### src/hdl/tws_pkg.sv
`timescale 1ns / 1ps

package tws_pkg;

    // Sequencer phase codes; codes 26 to 31 are unused and fall back to idle
    typedef enum logic [4:0] {
        PH_IDLE      = 5'd0,
        PH_RST_REL   = 5'd1,
        PH_RST_HI    = 5'd2,
        PH_RST_LO    = 5'd3,
        PH_ST1       = 5'd4,
        PH_ST2       = 5'd5,
        PH_ST3       = 5'd6,
        PH_ST4       = 5'd7,
        PH_ST5       = 5'd8,
        PH_ST6       = 5'd9,
        PH_TX_LO     = 5'd10,
        PH_TX_DATA   = 5'd11,
        PH_TX_HI     = 5'd12,
        PH_TX_ENDLO  = 5'd13,
        PH_TX_REL    = 5'd14,
        PH_TX_ACKHI  = 5'd15,
        PH_TX_ACKSMP = 5'd16,
        PH_POLL      = 5'd17,
        PH_RX_HI     = 5'd18,
        PH_RX_LO     = 5'd19,
        PH_RXA_PULL  = 5'd20,
        PH_RXA_HI    = 5'd21,
        PH_RXA_LO    = 5'd22,
        PH_RXA_REL   = 5'd23,
        PH_RXN_HI    = 5'd24,
        PH_RXN_LO    = 5'd25
    } t_phase;

    // Command codes
    localparam logic [1:0] CMD_TICK    = 2'd0;
    localparam logic [1:0] CMD_MEASURE = 2'd1;
    localparam logic [1:0] CMD_RESET   = 2'd2;

    // Completion status codes
    localparam logic [1:0] ST_OK      = 2'd0;
    localparam logic [1:0] ST_NO_ACK  = 2'd1;
    localparam logic [1:0] ST_TIMEOUT = 2'd2;
    localparam logic [1:0] ST_CRC_ERR = 2'd3;

    // Configuration register indexes
    localparam logic [1:0] REG_STATUS_NIBBLE = 2'd0;
    localparam logic [1:0] REG_POLL_INTERVAL = 2'd1;
    localparam logic [1:0] REG_MAX_POLLS     = 2'd2;

    // Register reset values
    localparam logic [3:0]  STATUS_NIBBLE_RST = 4'd0;
    localparam logic [15:0] POLL_INTERVAL_RST = 16'd100;
    localparam logic [7:0]  MAX_POLLS_RST     = 8'd62;

    localparam logic [7:0] CRC_POLY      = 8'h31;
    localparam logic [3:0] RST_PULSES    = 4'd9;
    localparam logic [3:0] BITS_PER_BYTE = 4'd8;
    localparam logic [7:0] ACKED_BYTES   = 8'd2;

    typedef struct packed {
        t_phase       phase;
        logic [3:0]   bit_count;
        logic [7:0]   shift_byte;
        logic [7:0]   crc;
        logic [15:0]  value;
        logic [7:0]   poll_count;
        logic [15:0]  wait_count;
        logic         is_reset_op;
        logic         drv_sck;
        logic         drv_pull;
    } t_state;

    typedef struct packed {
        logic [3:0]  status_nibble;
        logic [15:0] poll_interval;
        logic [7:0]  max_polls;
    } t_cfg;

    typedef struct packed {
        logic        sck_level;
        logic        data_pull_low;
        logic        busy_res;
        logic        done_res;
        logic [15:0] measured_value;
        logic [1:0]  status;
    } t_result;

    // Reverse the bit order of a byte
    function automatic logic [7:0] mirror8(input logic [7:0] v);
        logic [7:0] r;
        for (int k = 0; k < 8; k++) begin
            r[7 - k] = v[k];
        end
        return r;
    endfunction

    // Fold one byte into the CRC-8, MSB first
    function automatic logic [7:0] crc8_feed(input logic [7:0] crc_in, input logic [7:0] data);
        logic [7:0] c;
        logic [7:0] d;
        logic       top;
        c = crc_in;
        d = data;
        for (int k = 0; k < 8; k++) begin
            top = c[7] ^ d[7];
            c   = {c[6:0], 1'b0};
            if (top) begin
                c = c ^ CRC_POLY;
            end
            d = {d[6:0], 1'b0};
        end
        return c;
    endfunction

endpackage

### src/hdl/tws_if.sv
`timescale 1ns / 1ps

// Tick channel into the master
interface tws_in_if;
    logic       valid;
    logic       ready;
    logic [1:0] cmd;
    logic [7:0] command_byte;
    logic       data_level;

    modport source (output valid, cmd, command_byte, data_level, input ready);
    modport sink   (input valid, cmd, command_byte, data_level, output ready);
endinterface

// Per-tick result channel out of the master
interface tws_out_if;
    logic        valid;
    logic        ready;
    logic        sck_level;
    logic        data_pull_low;
    logic        busy_res;
    logic        done_res;
    logic [15:0] measured_value;
    logic [1:0]  status;

    modport source (output valid, sck_level, data_pull_low, busy_res, done_res,
                    measured_value, status, input ready);
    modport sink   (input valid, sck_level, data_pull_low, busy_res, done_res,
                    measured_value, status, output ready);
endinterface

// Configuration register write channel
interface tws_cfg_if;
    logic        valid;
    logic        ready;
    logic [1:0]  index;
    logic [15:0] data;

    modport source (output valid, index, data, input ready);
    modport sink   (input valid, index, data, output ready);
endinterface

### src/hdl/tws_step.sv
`timescale 1ns / 1ps

module tws_step
    import tws_pkg::*;
(
    input  t_state     i_state,
    input  t_cfg       i_cfg,
    input  logic [1:0] i_cmd,
    input  logic [7:0] i_command_byte,
    input  logic       i_data_level,
    output t_state     o_state,
    output t_result    o_result
);

    t_state     s;
    logic       done;
    logic [1:0] st;
    logic [15:0] val;

    always_comb begin
        s    = i_state;
        done = 1'b0;
        st   = ST_OK;
        val  = '0;

        // Latch a new command while idle
        if (s.phase == PH_IDLE && (i_cmd == CMD_MEASURE || i_cmd == CMD_RESET)) begin
            s.shift_byte  = i_command_byte;
            s.is_reset_op = (i_cmd == CMD_RESET);
            s.value       = '0;
            s.bit_count   = '0;
            s.poll_count  = '0;
            s.wait_count  = '0;
            s.phase       = (i_cmd == CMD_RESET) ? PH_RST_REL : PH_ST1;
        end

        // Advance one half-bit tick
        unique case (s.phase)
            PH_IDLE: begin
            end
            PH_RST_REL: begin
                s.drv_sck   = 1'b0;
                s.drv_pull  = 1'b0;
                s.bit_count = '0;
                s.phase     = PH_RST_HI;
            end
            PH_RST_HI: begin
                s.drv_sck = 1'b1;
                s.phase   = PH_RST_LO;
            end
            PH_RST_LO: begin
                s.drv_sck   = 1'b0;
                s.bit_count = s.bit_count + 4'd1;
                s.phase     = (s.bit_count >= RST_PULSES) ? PH_ST1 : PH_RST_HI;
            end
            PH_ST1: begin
                s.drv_sck  = 1'b1;
                s.drv_pull = 1'b0;
                s.phase    = PH_ST2;
            end
            PH_ST2: begin
                s.drv_pull = 1'b1;
                s.phase    = PH_ST3;
            end
            PH_ST3: begin
                s.drv_sck = 1'b0;
                s.phase   = PH_ST4;
            end
            PH_ST4: begin
                s.drv_sck = 1'b1;
                s.phase   = PH_ST5;
            end
            PH_ST5: begin
                s.drv_pull = 1'b0;
                s.phase    = PH_ST6;
            end
            PH_ST6: begin
                s.drv_sck   = 1'b0;
                s.crc       = mirror8({4'd0, i_cfg.status_nibble});
                s.bit_count = '0;
                s.phase     = PH_TX_LO;
            end
            PH_TX_LO: begin
                s.drv_sck = 1'b0;
                s.phase   = PH_TX_DATA;
            end
            PH_TX_DATA: begin
                s.drv_pull = ~s.shift_byte[3'd7 - s.bit_count[2:0]];
                s.phase    = PH_TX_HI;
            end
            PH_TX_HI: begin
                s.drv_sck   = 1'b1;
                s.bit_count = s.bit_count + 4'd1;
                s.phase     = (s.bit_count >= BITS_PER_BYTE) ? PH_TX_ENDLO : PH_TX_LO;
            end
            PH_TX_ENDLO: begin
                s.drv_sck = 1'b0;
                s.phase   = PH_TX_REL;
            end
            PH_TX_REL: begin
                s.drv_pull = 1'b0;
                s.phase    = PH_TX_ACKHI;
            end
            PH_TX_ACKHI: begin
                s.drv_sck = 1'b1;
                s.phase   = PH_TX_ACKSMP;
            end
            PH_TX_ACKSMP: begin
                s.drv_sck = 1'b0;
                s.crc     = crc8_feed(s.crc, s.shift_byte);
                if (i_data_level) begin
                    done    = 1'b1;
                    st      = ST_NO_ACK;
                    s.phase = PH_IDLE;
                end else if (s.is_reset_op) begin
                    done    = 1'b1;
                    st      = ST_OK;
                    s.phase = PH_IDLE;
                end else begin
                    s.poll_count = '0;
                    s.wait_count = '0;
                    s.phase      = PH_POLL;
                end
            end
            PH_POLL: begin
                s.drv_sck  = 1'b0;
                s.drv_pull = 1'b0;
                if (s.wait_count != 16'd0) begin
                    s.wait_count = s.wait_count - 16'd1;
                end
                // Check DATA once the interval count has run out
                if (s.wait_count == 16'd0) begin
                    if (s.poll_count >= i_cfg.max_polls) begin
                        done    = 1'b1;
                        st      = ST_TIMEOUT;
                        s.phase = PH_IDLE;
                    end else if (!i_data_level) begin
                        s.bit_count  = '0;
                        s.poll_count = '0;
                        s.shift_byte = '0;
                        s.phase      = PH_RX_HI;
                    end else begin
                        s.poll_count = s.poll_count + 8'd1;
                        s.wait_count = i_cfg.poll_interval;
                    end
                end
            end
            PH_RX_HI: begin
                s.drv_sck  = 1'b1;
                s.drv_pull = 1'b0;
                s.phase    = PH_RX_LO;
            end
            PH_RX_LO: begin
                s.shift_byte = {s.shift_byte[6:0], i_data_level};
                s.drv_sck    = 1'b0;
                s.bit_count  = s.bit_count + 4'd1;
                if (s.bit_count < BITS_PER_BYTE) begin
                    s.phase = PH_RX_HI;
                end else if (s.poll_count < ACKED_BYTES) begin
                    s.crc   = crc8_feed(s.crc, s.shift_byte);
                    s.value = {s.value[7:0], s.shift_byte};
                    s.phase = PH_RXA_PULL;
                end else begin
                    s.phase = PH_RXN_HI;
                end
            end
            PH_RXA_PULL: begin
                s.drv_pull = 1'b1;
                s.phase    = PH_RXA_HI;
            end
            PH_RXA_HI: begin
                s.drv_sck = 1'b1;
                s.phase   = PH_RXA_LO;
            end
            PH_RXA_LO: begin
                s.drv_sck = 1'b0;
                s.phase   = PH_RXA_REL;
            end
            PH_RXA_REL: begin
                s.drv_pull   = 1'b0;
                s.poll_count = s.poll_count + 8'd1;
                s.bit_count  = '0;
                s.shift_byte = '0;
                s.phase      = PH_RX_HI;
            end
            PH_RXN_HI: begin
                s.drv_sck  = 1'b1;
                s.drv_pull = 1'b0;
                s.phase    = PH_RXN_LO;
            end
            PH_RXN_LO: begin
                s.drv_sck = 1'b0;
                done      = 1'b1;
                st        = (mirror8(s.shift_byte) == s.crc) ? ST_OK : ST_CRC_ERR;
                val       = s.value;
                s.phase   = PH_IDLE;
            end
            default: begin
                s.phase = PH_IDLE;
            end
        endcase
    end

    // Drive the tick result from the updated state
    assign o_state                 = s;
    assign o_result.sck_level      = s.drv_sck;
    assign o_result.data_pull_low  = s.drv_pull;
    assign o_result.busy_res       = (s.phase != PH_IDLE);
    assign o_result.done_res       = done;
    assign o_result.measured_value = val;
    assign o_result.status         = st;

endmodule

### src/hdl/two_wire_sensor_measure_master.sv
`timescale 1ns / 1ps
// A result appears in the output register in the cycle after its tick is taken.
// Throughput: one tick per clock; a new tick is taken while the previous result
// is still held, as long as the output register is free or being emptied that cycle.
// Reset (synchronous, active low) idles the sequencer, releases DATA with SCK low
// and loads the register defaults: status nibble 0, poll interval 100, max polls 62.

module two_wire_sensor_measure_master
    import tws_pkg::*;
(
    input  logic i_clk,
    input  logic i_rst_n,
    tws_in_if.sink    i_in,
    tws_cfg_if.sink   i_cfg,
    tws_out_if.source o_out
);

    t_state  r_state;
    t_state  n_state;
    t_cfg    r_cfg;
    t_result r_result;
    t_result n_result;
    logic    r_out_valid;
    logic    in_xfer;

    // Take a tick when the output register is empty or drains this cycle
    assign i_in.ready  = !r_out_valid || o_out.ready;
    assign in_xfer     = i_in.valid && i_in.ready;
    assign i_cfg.ready = 1'b1;

    tws_step u_step (
        .i_state        (r_state),
        .i_cfg          (r_cfg),
        .i_cmd          (i_in.cmd),
        .i_command_byte (i_in.command_byte),
        .i_data_level   (i_in.data_level),
        .o_state        (n_state),
        .o_result       (n_result)
    );

    // Configuration registers
    always_ff @(posedge i_clk) begin
        if (!i_rst_n) begin
            r_cfg.status_nibble <= STATUS_NIBBLE_RST;
            r_cfg.poll_interval <= POLL_INTERVAL_RST;
            r_cfg.max_polls     <= MAX_POLLS_RST;
        end else if (i_cfg.valid) begin
            unique case (i_cfg.index)
                REG_STATUS_NIBBLE: r_cfg.status_nibble <= i_cfg.data[3:0];
                REG_POLL_INTERVAL: r_cfg.poll_interval <= i_cfg.data;
                REG_MAX_POLLS:     r_cfg.max_polls     <= i_cfg.data[7:0];
                default: begin
                end
            endcase
        end
    end

    // Sequencer state advances on each tick transfer
    always_ff @(posedge i_clk) begin
        if (!i_rst_n) begin
            r_state <= '{phase: PH_IDLE, default: '0};
        end else if (in_xfer) begin
            r_state <= n_state;
        end
    end

    // Output register
    always_ff @(posedge i_clk) begin
        if (!i_rst_n) begin
            r_out_valid <= 1'b0;
        end else if (in_xfer) begin
            r_out_valid <= 1'b1;
        end else if (o_out.ready) begin
            r_out_valid <= 1'b0;
        end
    end

    always_ff @(posedge i_clk) begin
        if (in_xfer) begin
            r_result <= n_result;
        end
    end

    assign o_out.valid          = r_out_valid;
    assign o_out.sck_level      = r_result.sck_level;
    assign o_out.data_pull_low  = r_result.data_pull_low;
    assign o_out.busy_res       = r_result.busy_res;
    assign o_out.done_res       = r_result.done_res;
    assign o_out.measured_value = r_result.measured_value;
    assign o_out.status         = r_result.status;

    // A finishing tick never reports busy
    a_done_not_busy: assert property (@(posedge i_clk) disable iff (!i_rst_n)
        o_out.valid && o_out.done_res |-> !o_out.busy_res)
        else $error("done result reports busy");

    // Value and status stay zero on ticks that do not finish
    a_quiet_unless_done: assert property (@(posedge i_clk) disable iff (!i_rst_n)
        o_out.valid && !o_out.done_res |-> o_out.status == ST_OK && o_out.measured_value == 16'd0)
        else $error("value or status set without done");

    // A plain tick while idle stays idle and finishes nothing
    a_idle_tick: assert property (@(posedge i_clk) disable iff (!i_rst_n)
        in_xfer && r_state.phase == PH_IDLE && i_in.cmd == CMD_TICK
        |=> o_out.valid && !o_out.busy_res && !o_out.done_res)
        else $error("plain idle tick changed sequencer");

    // Bit counter never passes the reset pulse count
    a_bit_count_range: assert property (@(posedge i_clk) disable iff (!i_rst_n)
        r_state.bit_count <= RST_PULSES)
        else $error("bit counter out of range");

endmodule
### src/flat_wrapper.sv
// flat-port wrapper written by rule: the top's interface ports become plain ports
module two_wire_sensor_measure_master_flat import tws_pkg::*;
  (i_clk, i_rst_n, i_in_valid, i_in_cmd, i_in_command_byte, i_in_data_level, i_in_ready, i_cfg_valid, i_cfg_index, i_cfg_data, i_cfg_ready, o_out_valid, o_out_sck_level, o_out_data_pull_low, o_out_busy_res, o_out_done_res, o_out_measured_value, o_out_status, o_out_ready);
  tws_in_if i_in_i ();
  tws_cfg_if i_cfg_i ();
  tws_out_if o_out_i ();
  input  logic i_clk;
  input  logic i_rst_n;
  input wire logic [$bits(i_in_i.valid)-1:0] i_in_valid;
  input wire logic [$bits(i_in_i.cmd)-1:0] i_in_cmd;
  input wire logic [$bits(i_in_i.command_byte)-1:0] i_in_command_byte;
  input wire logic [$bits(i_in_i.data_level)-1:0] i_in_data_level;
  output wire logic [$bits(i_in_i.ready)-1:0] i_in_ready;
  input wire logic [$bits(i_cfg_i.valid)-1:0] i_cfg_valid;
  input wire logic [$bits(i_cfg_i.index)-1:0] i_cfg_index;
  input wire logic [$bits(i_cfg_i.data)-1:0] i_cfg_data;
  output wire logic [$bits(i_cfg_i.ready)-1:0] i_cfg_ready;
  output wire logic [$bits(o_out_i.valid)-1:0] o_out_valid;
  output wire logic [$bits(o_out_i.sck_level)-1:0] o_out_sck_level;
  output wire logic [$bits(o_out_i.data_pull_low)-1:0] o_out_data_pull_low;
  output wire logic [$bits(o_out_i.busy_res)-1:0] o_out_busy_res;
  output wire logic [$bits(o_out_i.done_res)-1:0] o_out_done_res;
  output wire logic [$bits(o_out_i.measured_value)-1:0] o_out_measured_value;
  output wire logic [$bits(o_out_i.status)-1:0] o_out_status;
  input wire logic [$bits(o_out_i.ready)-1:0] o_out_ready;
  assign i_in_i.valid = i_in_valid;
  assign i_in_i.cmd = i_in_cmd;
  assign i_in_i.command_byte = i_in_command_byte;
  assign i_in_i.data_level = i_in_data_level;
  assign i_in_ready = i_in_i.ready;
  assign i_cfg_i.valid = i_cfg_valid;
  assign i_cfg_i.index = i_cfg_index;
  assign i_cfg_i.data = i_cfg_data;
  assign i_cfg_ready = i_cfg_i.ready;
  assign o_out_valid = o_out_i.valid;
  assign o_out_sck_level = o_out_i.sck_level;
  assign o_out_data_pull_low = o_out_i.data_pull_low;
  assign o_out_busy_res = o_out_i.busy_res;
  assign o_out_done_res = o_out_i.done_res;
  assign o_out_measured_value = o_out_i.measured_value;
  assign o_out_status = o_out_i.status;
  assign o_out_i.ready = o_out_ready;
  two_wire_sensor_measure_master u_core (.i_clk(i_clk), .i_rst_n(i_rst_n), .i_in(i_in_i), .i_cfg(i_cfg_i), .o_out(o_out_i));
endmodule
### config.mk
export PLATFORM = sky130hd
export DESIGN_NAME = two_wire_sensor_measure_master_flat
export DESIGN_NICKNAME = d
export VERILOG_FILES = /design/src/hdl/tws_pkg.sv /design/src/hdl/tws_if.sv /design/src/hdl/tws_step.sv /design/src/hdl/two_wire_sensor_measure_master.sv /design/src/flat_wrapper.sv
export SDC_FILE = /design/constraint.sdc
export NUM_CORES = 1
export LEC_CHECK = 0
export ABC_AREA = 0
export ABC_CLOCK_PERIOD_IN_PS = 13850
export BUFFER_PORTS_ARGS = -buffer_cell sky130_fd_sc_hd__buf_2
export CORE_MARGIN = 3
export CORE_UTILIZATION = 50
export DETAILED_ROUTE_END_ITERATION = 16
export PLACE_DENSITY = 0.68
export SYNTH_ARGS = -nofsm -noshare
export SYNTH_HDL_FRONTEND = slang
export SYNTH_SLANG_ARGS = --single-unit
### constraint.sdc
create_clock -name i_clk -period 13.85 [get_ports i_clk]
set_input_delay 1.385 -clock i_clk [delete_from_list [all_inputs] [get_ports i_clk]]
set_output_delay 1.385 -clock i_clk [all_outputs]
set_load 0.005 [all_outputs]
* Word level (Yosys, flattened, before mapping)
Index checks and enable logic that the tools add are counted.
** Storage, ports and cells
- Bits in registers :: 119
- Bits in latches :: 0
- Memory bits (writable) :: 0
- ROM bits :: 0
- Input bits :: 34
- Output and inout bits :: 25
- Logic and storage cells :: 207
- Memories :: 0
** Cells by class
- Add/subtract/negate cells :: 4
- $mul :: 0
- Divide/modulo/power cells :: 0
- Magnitude comparators :: 6
- Equal/unequal tests :: 32
- Shifts and indexed selects :: 0
- Muxes and demuxes :: 90
- Bitwise gates (word level) :: 32
- Reductions and logical operators :: 23
** Operators with widths (count)
- 8-bit two-way mux :: 29
- 24-bit two-way mux :: 6
- 5-bit one-hot mux with 25 select lines :: 1
- 6-bit two-way mux :: 16
- 8-bit one-hot mux with 3 select lines :: 3
- 16-bit two-way mux :: 4
- 17-bit two-way mux :: 3
- 5-bit == test (second input constant) :: 10
- 3-bit inverter :: 15
- 41-bit two-way mux :: 1
- 5-bit by 4-bit == test with 1-bit output (second input constant) :: 8
- 16-bit one-hot mux with 2 select lines :: 1
- 5-bit by 3-bit == test with 1-bit output (second input constant) :: 4
- 5-bit two-way mux :: 4
- 16-bit logical NOT :: 1
- 16-bit nonzero test :: 1
- 8-bit OR reduction :: 2
- 16-bit by 1-bit subtractor with 16-bit output (second input constant) :: 1
- 1-bit XOR :: 16
- 12-bit two-way mux :: 1
- 4-bit one-hot mux with 3 select lines :: 1
- 11-bit OR reduction :: 1
- 5-bit by 2-bit == test with 1-bit output (second input constant) :: 2
- 5-bit logical NOT :: 2
- other kinds (33) :: 54

* Logic depth before layout (Yosys ltp)
- Depth after elaboration :: 44
- Mapped depth :: 20
- Mapped depth without buffers :: 15

* Modules after synthesis
Synthesis repeated with hierarchy kept, for this count alone.
** Second synthesis, totals
- Cell total of the unflattened synthesis :: 1059
- Area total of the unflattened synthesis :: 8396.8 um2
** By module, submodules not included
- two_wire_sensor_measure_master :: instances 1, cells an instance 436, area an instance 4394.2 um2, sequential area each 2602.5 um2
- tws_step :: instances 1, cells an instance 623, area an instance 4002.6 um2, sequential area each 0.0 um2

* Worst setup path after synthesis
Ideal clock, no wire load.
- Kind :: input to register
- From :: input i_in_cmd[0]
- To :: register u_core.r_state[19] (netlist name)
- Library setup time :: 79 ps
- Arrival :: 5354 ps
- Required time :: 13771 ps
- Path slack :: 8417 ps
- Cell stages on the path :: 17
- Path buffers :: 3
- Cells stage by stage :: inv_1 ha_1 nor4_4 nand2_2 clkbuf_1 clkbuf_1 clkbuf_1 nand2_1 ha_1 or3b_2 o31ai_1 o22ai_1 or3_4 nor4_4 nand3_2 or4_1 o211ai_1
** Between the ends
- Longest elaborated chain between the ends :: 10
- Elaborated cells between the ends (all ways) :: 23
- Those cells by class :: 2 x add/sub; 1 x order compare; 5 x eq/ne; 11 x mux; 4 x reduce/logical
** RTL lines
- start, declared :: line flat_wrapper.sv:10 : input wire logic [$bits(i_in_i.cmd)-1:0] i_in_cmd;
- 2-bit by 1-bit == test with 1-bit output / 2-bit == test (equally long branches) :: line tws_step.sv:27, tws_step.sv:29, tws_step.sv:34
- 1-bit logical OR :: line tws_step.sv:27 : if (s.phase == PH_IDLE && (i_cmd == CMD_MEASURE || i_cmd == CMD_RESET)) begin
- 1-bit logical AND :: line tws_step.sv:27
- 41-bit two-way mux :: line tws_step.sv:27
- 16-bit by 1-bit subtractor with 16-bit output / 16-bit nonzero test (equally long branches) :: line tws_step.sv:129, tws_step.sv:128
- 16-bit two-way mux :: line tws_step.sv:128 : if (s.wait_count != 16'd0) begin
- 16-bit two-way mux :: line tws_step.sv:38 : unique case (s.phase)
- 16-bit logical NOT :: line tws_step.sv:132 : if (s.wait_count == 16'd0) begin
- 24-bit two-way mux :: line tws_step.sv:132
- 8-bit one-hot mux with 3 select lines (*) :: line tws_step.sv:38
- end signal, assigned :: line two_wire_sensor_measure_master.sv:63 : r_state <= n_state;
- end, declared :: line two_wire_sensor_measure_master.sv:18 : t_state r_state;
Every way passes the cells marked *; elsewhere a longest branch is shown, timed or not. The select of a mux whose other input is x is not followed.
A chain may end at the register's enable or synchronous reset.

* Final worst setup path
- From :: input i_in_cmd[0]
- To :: register u_core.r_state[3] (netlist name)
** Between the ends
- Longest elaborated chain between the ends :: 11
- Elaborated cells between the ends (all ways) :: 21
- Those cells by class :: 1 x add/sub; 1 x order compare; 4 x eq/ne; 11 x mux; 4 x reduce/logical
** RTL lines
- 2-bit by 1-bit == test with 1-bit output / 2-bit == test (equally long branches) :: line tws_step.sv:27, tws_step.sv:29, tws_step.sv:34
- 1-bit logical OR :: line tws_step.sv:27
- 1-bit logical AND :: line tws_step.sv:27
- 41-bit two-way mux :: line tws_step.sv:27
- 16-bit by 1-bit subtractor with 16-bit output / 16-bit nonzero test (equally long branches) :: line tws_step.sv:129, tws_step.sv:128
- 16-bit two-way mux :: line tws_step.sv:128
- 16-bit two-way mux :: line tws_step.sv:38
- 16-bit two-way mux :: line tws_step.sv:137 : end else if (!i_data_level) begin
- 24-bit two-way mux :: line tws_step.sv:133 : if (s.poll_count >= i_cfg.max_polls) begin
- 24-bit two-way mux :: line tws_step.sv:132
- 16-bit one-hot mux with 2 select lines (*) :: line tws_step.sv:38
Marked as above.

==> impl_metrics.env <==
export IMPL_status="finished, final reports clean"
export IMPL_final_area_um2=8370
export IMPL_hold_path_class="register to register"
export IMPL_hold_path_end="u_core.r_cfg[19]"
export IMPL_n_fill_cell=1390
export IMPL_r2r_end="u_core.r_state[3]"
export IMPL_hold_viol=0
export IMPL_nNetsFinal=998
export IMPL_ctsResizeCount=0
export IMPL_synthTopCellsByArea="dfxtp_1 (26%), edfxtp_1 (8.8%), nand2_1 (6.0%)"
export IMPL_first_global_vias=6488
export IMPL_synth_most_common_cell="nand2_1"
export IMPL_wl_um=21100
export IMPL_grtUsageTotal=0.258
export IMPL_ios=59
export IMPL_first_pass_iters=5
export IMPL_synth_top_area_cell="dfxtp_1"
export IMPL_power_density_nw_per_um2=127
export IMPL_ys_types=85
export IMPL_placed_area_um2=7790
export IMPL_diodes=0
export IMPL_rows=44
export IMPL_cts_hold_buffers=0
export IMPL_cts_buffers=17
export IMPL_vias=7072
export IMPL_clock_skew_ns=0.00766
export IMPL_ff2ff_setup_slack_ns=8.90
export IMPL_dieHeight_um=128
export IMPL_required_ns=14.18
export IMPL_post_cts_buffers=0
export IMPL_htree_levels=4
export IMPL_dieArea_um2=16500
export IMPL_max_freq_mhz=178
export IMPL_syn_cell_area_um2=7490
export IMPL_grt_first_pass_wirelength_um=34200
export IMPL_end_kind="register"
export IMPL_rr_worst_depth=12
export IMPL_period_needed_ns=5.62
export IMPL_synth_cells=929
export IMPL_cts_buffer_depth=2
export IMPL_clkLatencyLatePin_ns=0.42
export IMPL_syn_to_final_growth_pct=11.6
export IMPL_yosysWarnings=0
export IMPL_synth_fp_nets=976
export IMPL_grt_max_degree=55
export IMPL_grt_overflow=0
export IMPL_drc=0
export IMPL_clock_root_buffer="clkbuf_16"
export IMPL_peakVddDrop_mv=0.0987
export IMPL_cp_max_fo=17
export IMPL_ys_seq_elements=119
export IMPL_period_share=0.406
export IMPL_rsz0062_at_grt="false"
export IMPL_start_util=0.514
export IMPL_hpwl_um=14700
export IMPL_leakage_nw=3.28
export IMPL_crit_type="input port to register"
export IMPL_postRouteAntennaNets=0
export IMPL_start_kind="input port"
export IMPL_async_flop_share=0
export IMPL_port_buffers=57
export IMPL_synthDominantCellAreaShare=0.259
export IMPL_avgSynthCellArea_um2=8.07
export IMPL_drive_gt1_frac=0.131
export IMPL_core_area_um2=14600
export IMPL_maxSlewViolCount=0
export IMPL_die_w_um=128
export IMPL_worstPathArrival_ns=5.94
export IMPL_drv_cap=0
export IMPL_drtIter0Drc=809
export IMPL_cts_sinks=119
export IMPL_holdPathStages=2
export IMPL_viasPerCell=6.16
export IMPL_min_delay_start="u_core.r_cfg[19]"
export IMPL_regToRegStartpoint="u_core.r_state[63]"
export IMPL_clkTransAtPathRegs_ns=0.06
export IMPL_antenna_found_initial=0
export IMPL_fin_util=0.573
export IMPL_setup_tns_ns=0
export IMPL_avgRoutedWirePerCell_um=18.4
export IMPL_relSlewSlack=0.237
export IMPL_yosys_top_cells_count="nand2_1 (120), dfxtp_1 (97), nor2_1 (81), a21oi_1 (73), o21ai_0 (55)"
export IMPL_gp_congestion=0.979
export IMPL_ys_flop_type="dfxtp_1"
export IMPL_synth_enable_flop_cells=22
export IMPL_worst_pin_slew_ns=1.14
export IMPL_ys_seq_area_frac=0.347
export IMPL_cts_tree="done"
export IMPL_finalSetupViolations=0
[report_power, final]
| group | switching [W] | internal [W] |
|---|---|---|
| Clock | 0.000167 | 0.000264 |
| Combinational | 0.000152 | 0.0000993 |
| Sequential | 0.0000167 | 0.000367 |
| Total | 0.000336 | 0.000731 |
[sequential cells by signal, summed over array words and instances (netlist names)]
name                         count
u_core.o_out.data_pull_low       1
u_core.r_state                  68
u_core.r_cfg                    28
u_core.o_out.done_res            1
u_core.o_out.busy_res            1
u_core.o_out.measured_value     16
u_core.o_out.status              2
u_core.o_out.valid               1
u_core.o_out.sck_level           1
[per-stage QoR]
stage / hold slack [ns] / power [W] / cells / worst slack, ns
global placement: 0.448 / 0.000636 / 1116 / 8.04
global route: 0.483 / 0.00111 / 1148 / 7.97
CTS: 0.458 / 0.00107 / 1148 / 8.30
detailed placement: 0.451 / 0.000637 / 1116 / 7.90
floorplan: 0.436 / 0.000580 / 929 / 8.42
finish: 0.458 / 0.00107 / 1148 / 8.23
[final cells by class]
cell class	count	area (µm²)	area share
Clock buffer	17	425	0.0508
Clock inverter	15	151	0.0181
Inverter	34	128	0.0153
Multi-Input combinational cell	713	4480	0.535
Sequential cell	119	2600	0.311
Tap cell	184	230	0.0275
Timing Repair Buffer	66	353	0.0422
[worst max-delay path: stages]
cell      delay [ns]
buf_2           0.07
inv_1           0.03
ha_1            0.33
nor4_4          0.42
nand2_2         0.23
nand2_1         0.14
ha_1            0.41
nor3b_2         0.43
nand3_1         0.28
o311a_1         0.38
or3_4           0.41
nor4_4          0.32
and4_1          0.68
a221oi_1        0.19
nor4_2          0.24
[worst max-delay path by stage]
| stage | from | endpoint | slack [ns] | cells past startpoint |
|---|---|---|---|---|
| after detailed placement | i_in_cmd[0] | u_core.r_state[3] | 7.90 | 15 |
| after global placement | i_in_cmd[0] | u_core.r_state[3] | 8.04 | 15 |
| after CTS | i_in_cmd[0] | u_core.r_state[3] | 8.30 | 15 |
| final | i_in_cmd[0] | u_core.r_state[3] | 8.23 | 15 |
| after global routing | i_in_cmd[0] | u_core.r_state[3] | 7.97 | 15 |
| after floorplan | i_in_cmd[0] | u_core.r_state[19] | 8.42 | 17 |
[layout by cell type, fill, tap and decap left out, types with 5 or more instances in the layout]
cell,n
nor3_1,16
buf_2,57
nand4_1,12
xor2_1,13
o221ai_1,6
nor2_1,81
or3_1,5
a221oi_1,7
edfxtp_1,22
inv_1,32
o21ai_1,14
o21ai_0,55
nand2_1,120
clkbuf_16,17
a21o_1,10
dfxtp_1,97
o211ai_1,16
mux2i_1,12
o22ai_1,10
nor2b_1,5
a31oi_1,9
nor4_1,10
a21oi_1,73
buf_4,9
nand2b_1,5
or4_1,5
ha_1,13
nand3_1,25
o21a_1,5
a211oi_1,10
xnor2_1,43
and2_1,21
a22oi_1,23
[logic make-up (layout without fill, tap and decap cells)]
group,after synthesis,after routing,share of synthesized area
DFF,119,119,0.347
muxes,14,14,0.0220
and+or+nand+nor,338,338,0.225
buffers and inverters,97,132,0.0563
adders and majority gates,13,13,0.0217
xor gates and xnor gates,60,60,0.0766
AOI/OAI and AO/OA,287,287,0.251
other,1,1,0.000500
[per-layer routing]
layer,part of all wire,global-route usage,vias to the layer above
met5,0,0,-
met4,0.016,0.0811,0
met3,0.079,0.0540,27
met2,0.46,0.405,326
met1,0.44,0.358,3285
li1,-,-,3434
(Power assumes the default switching activity.)
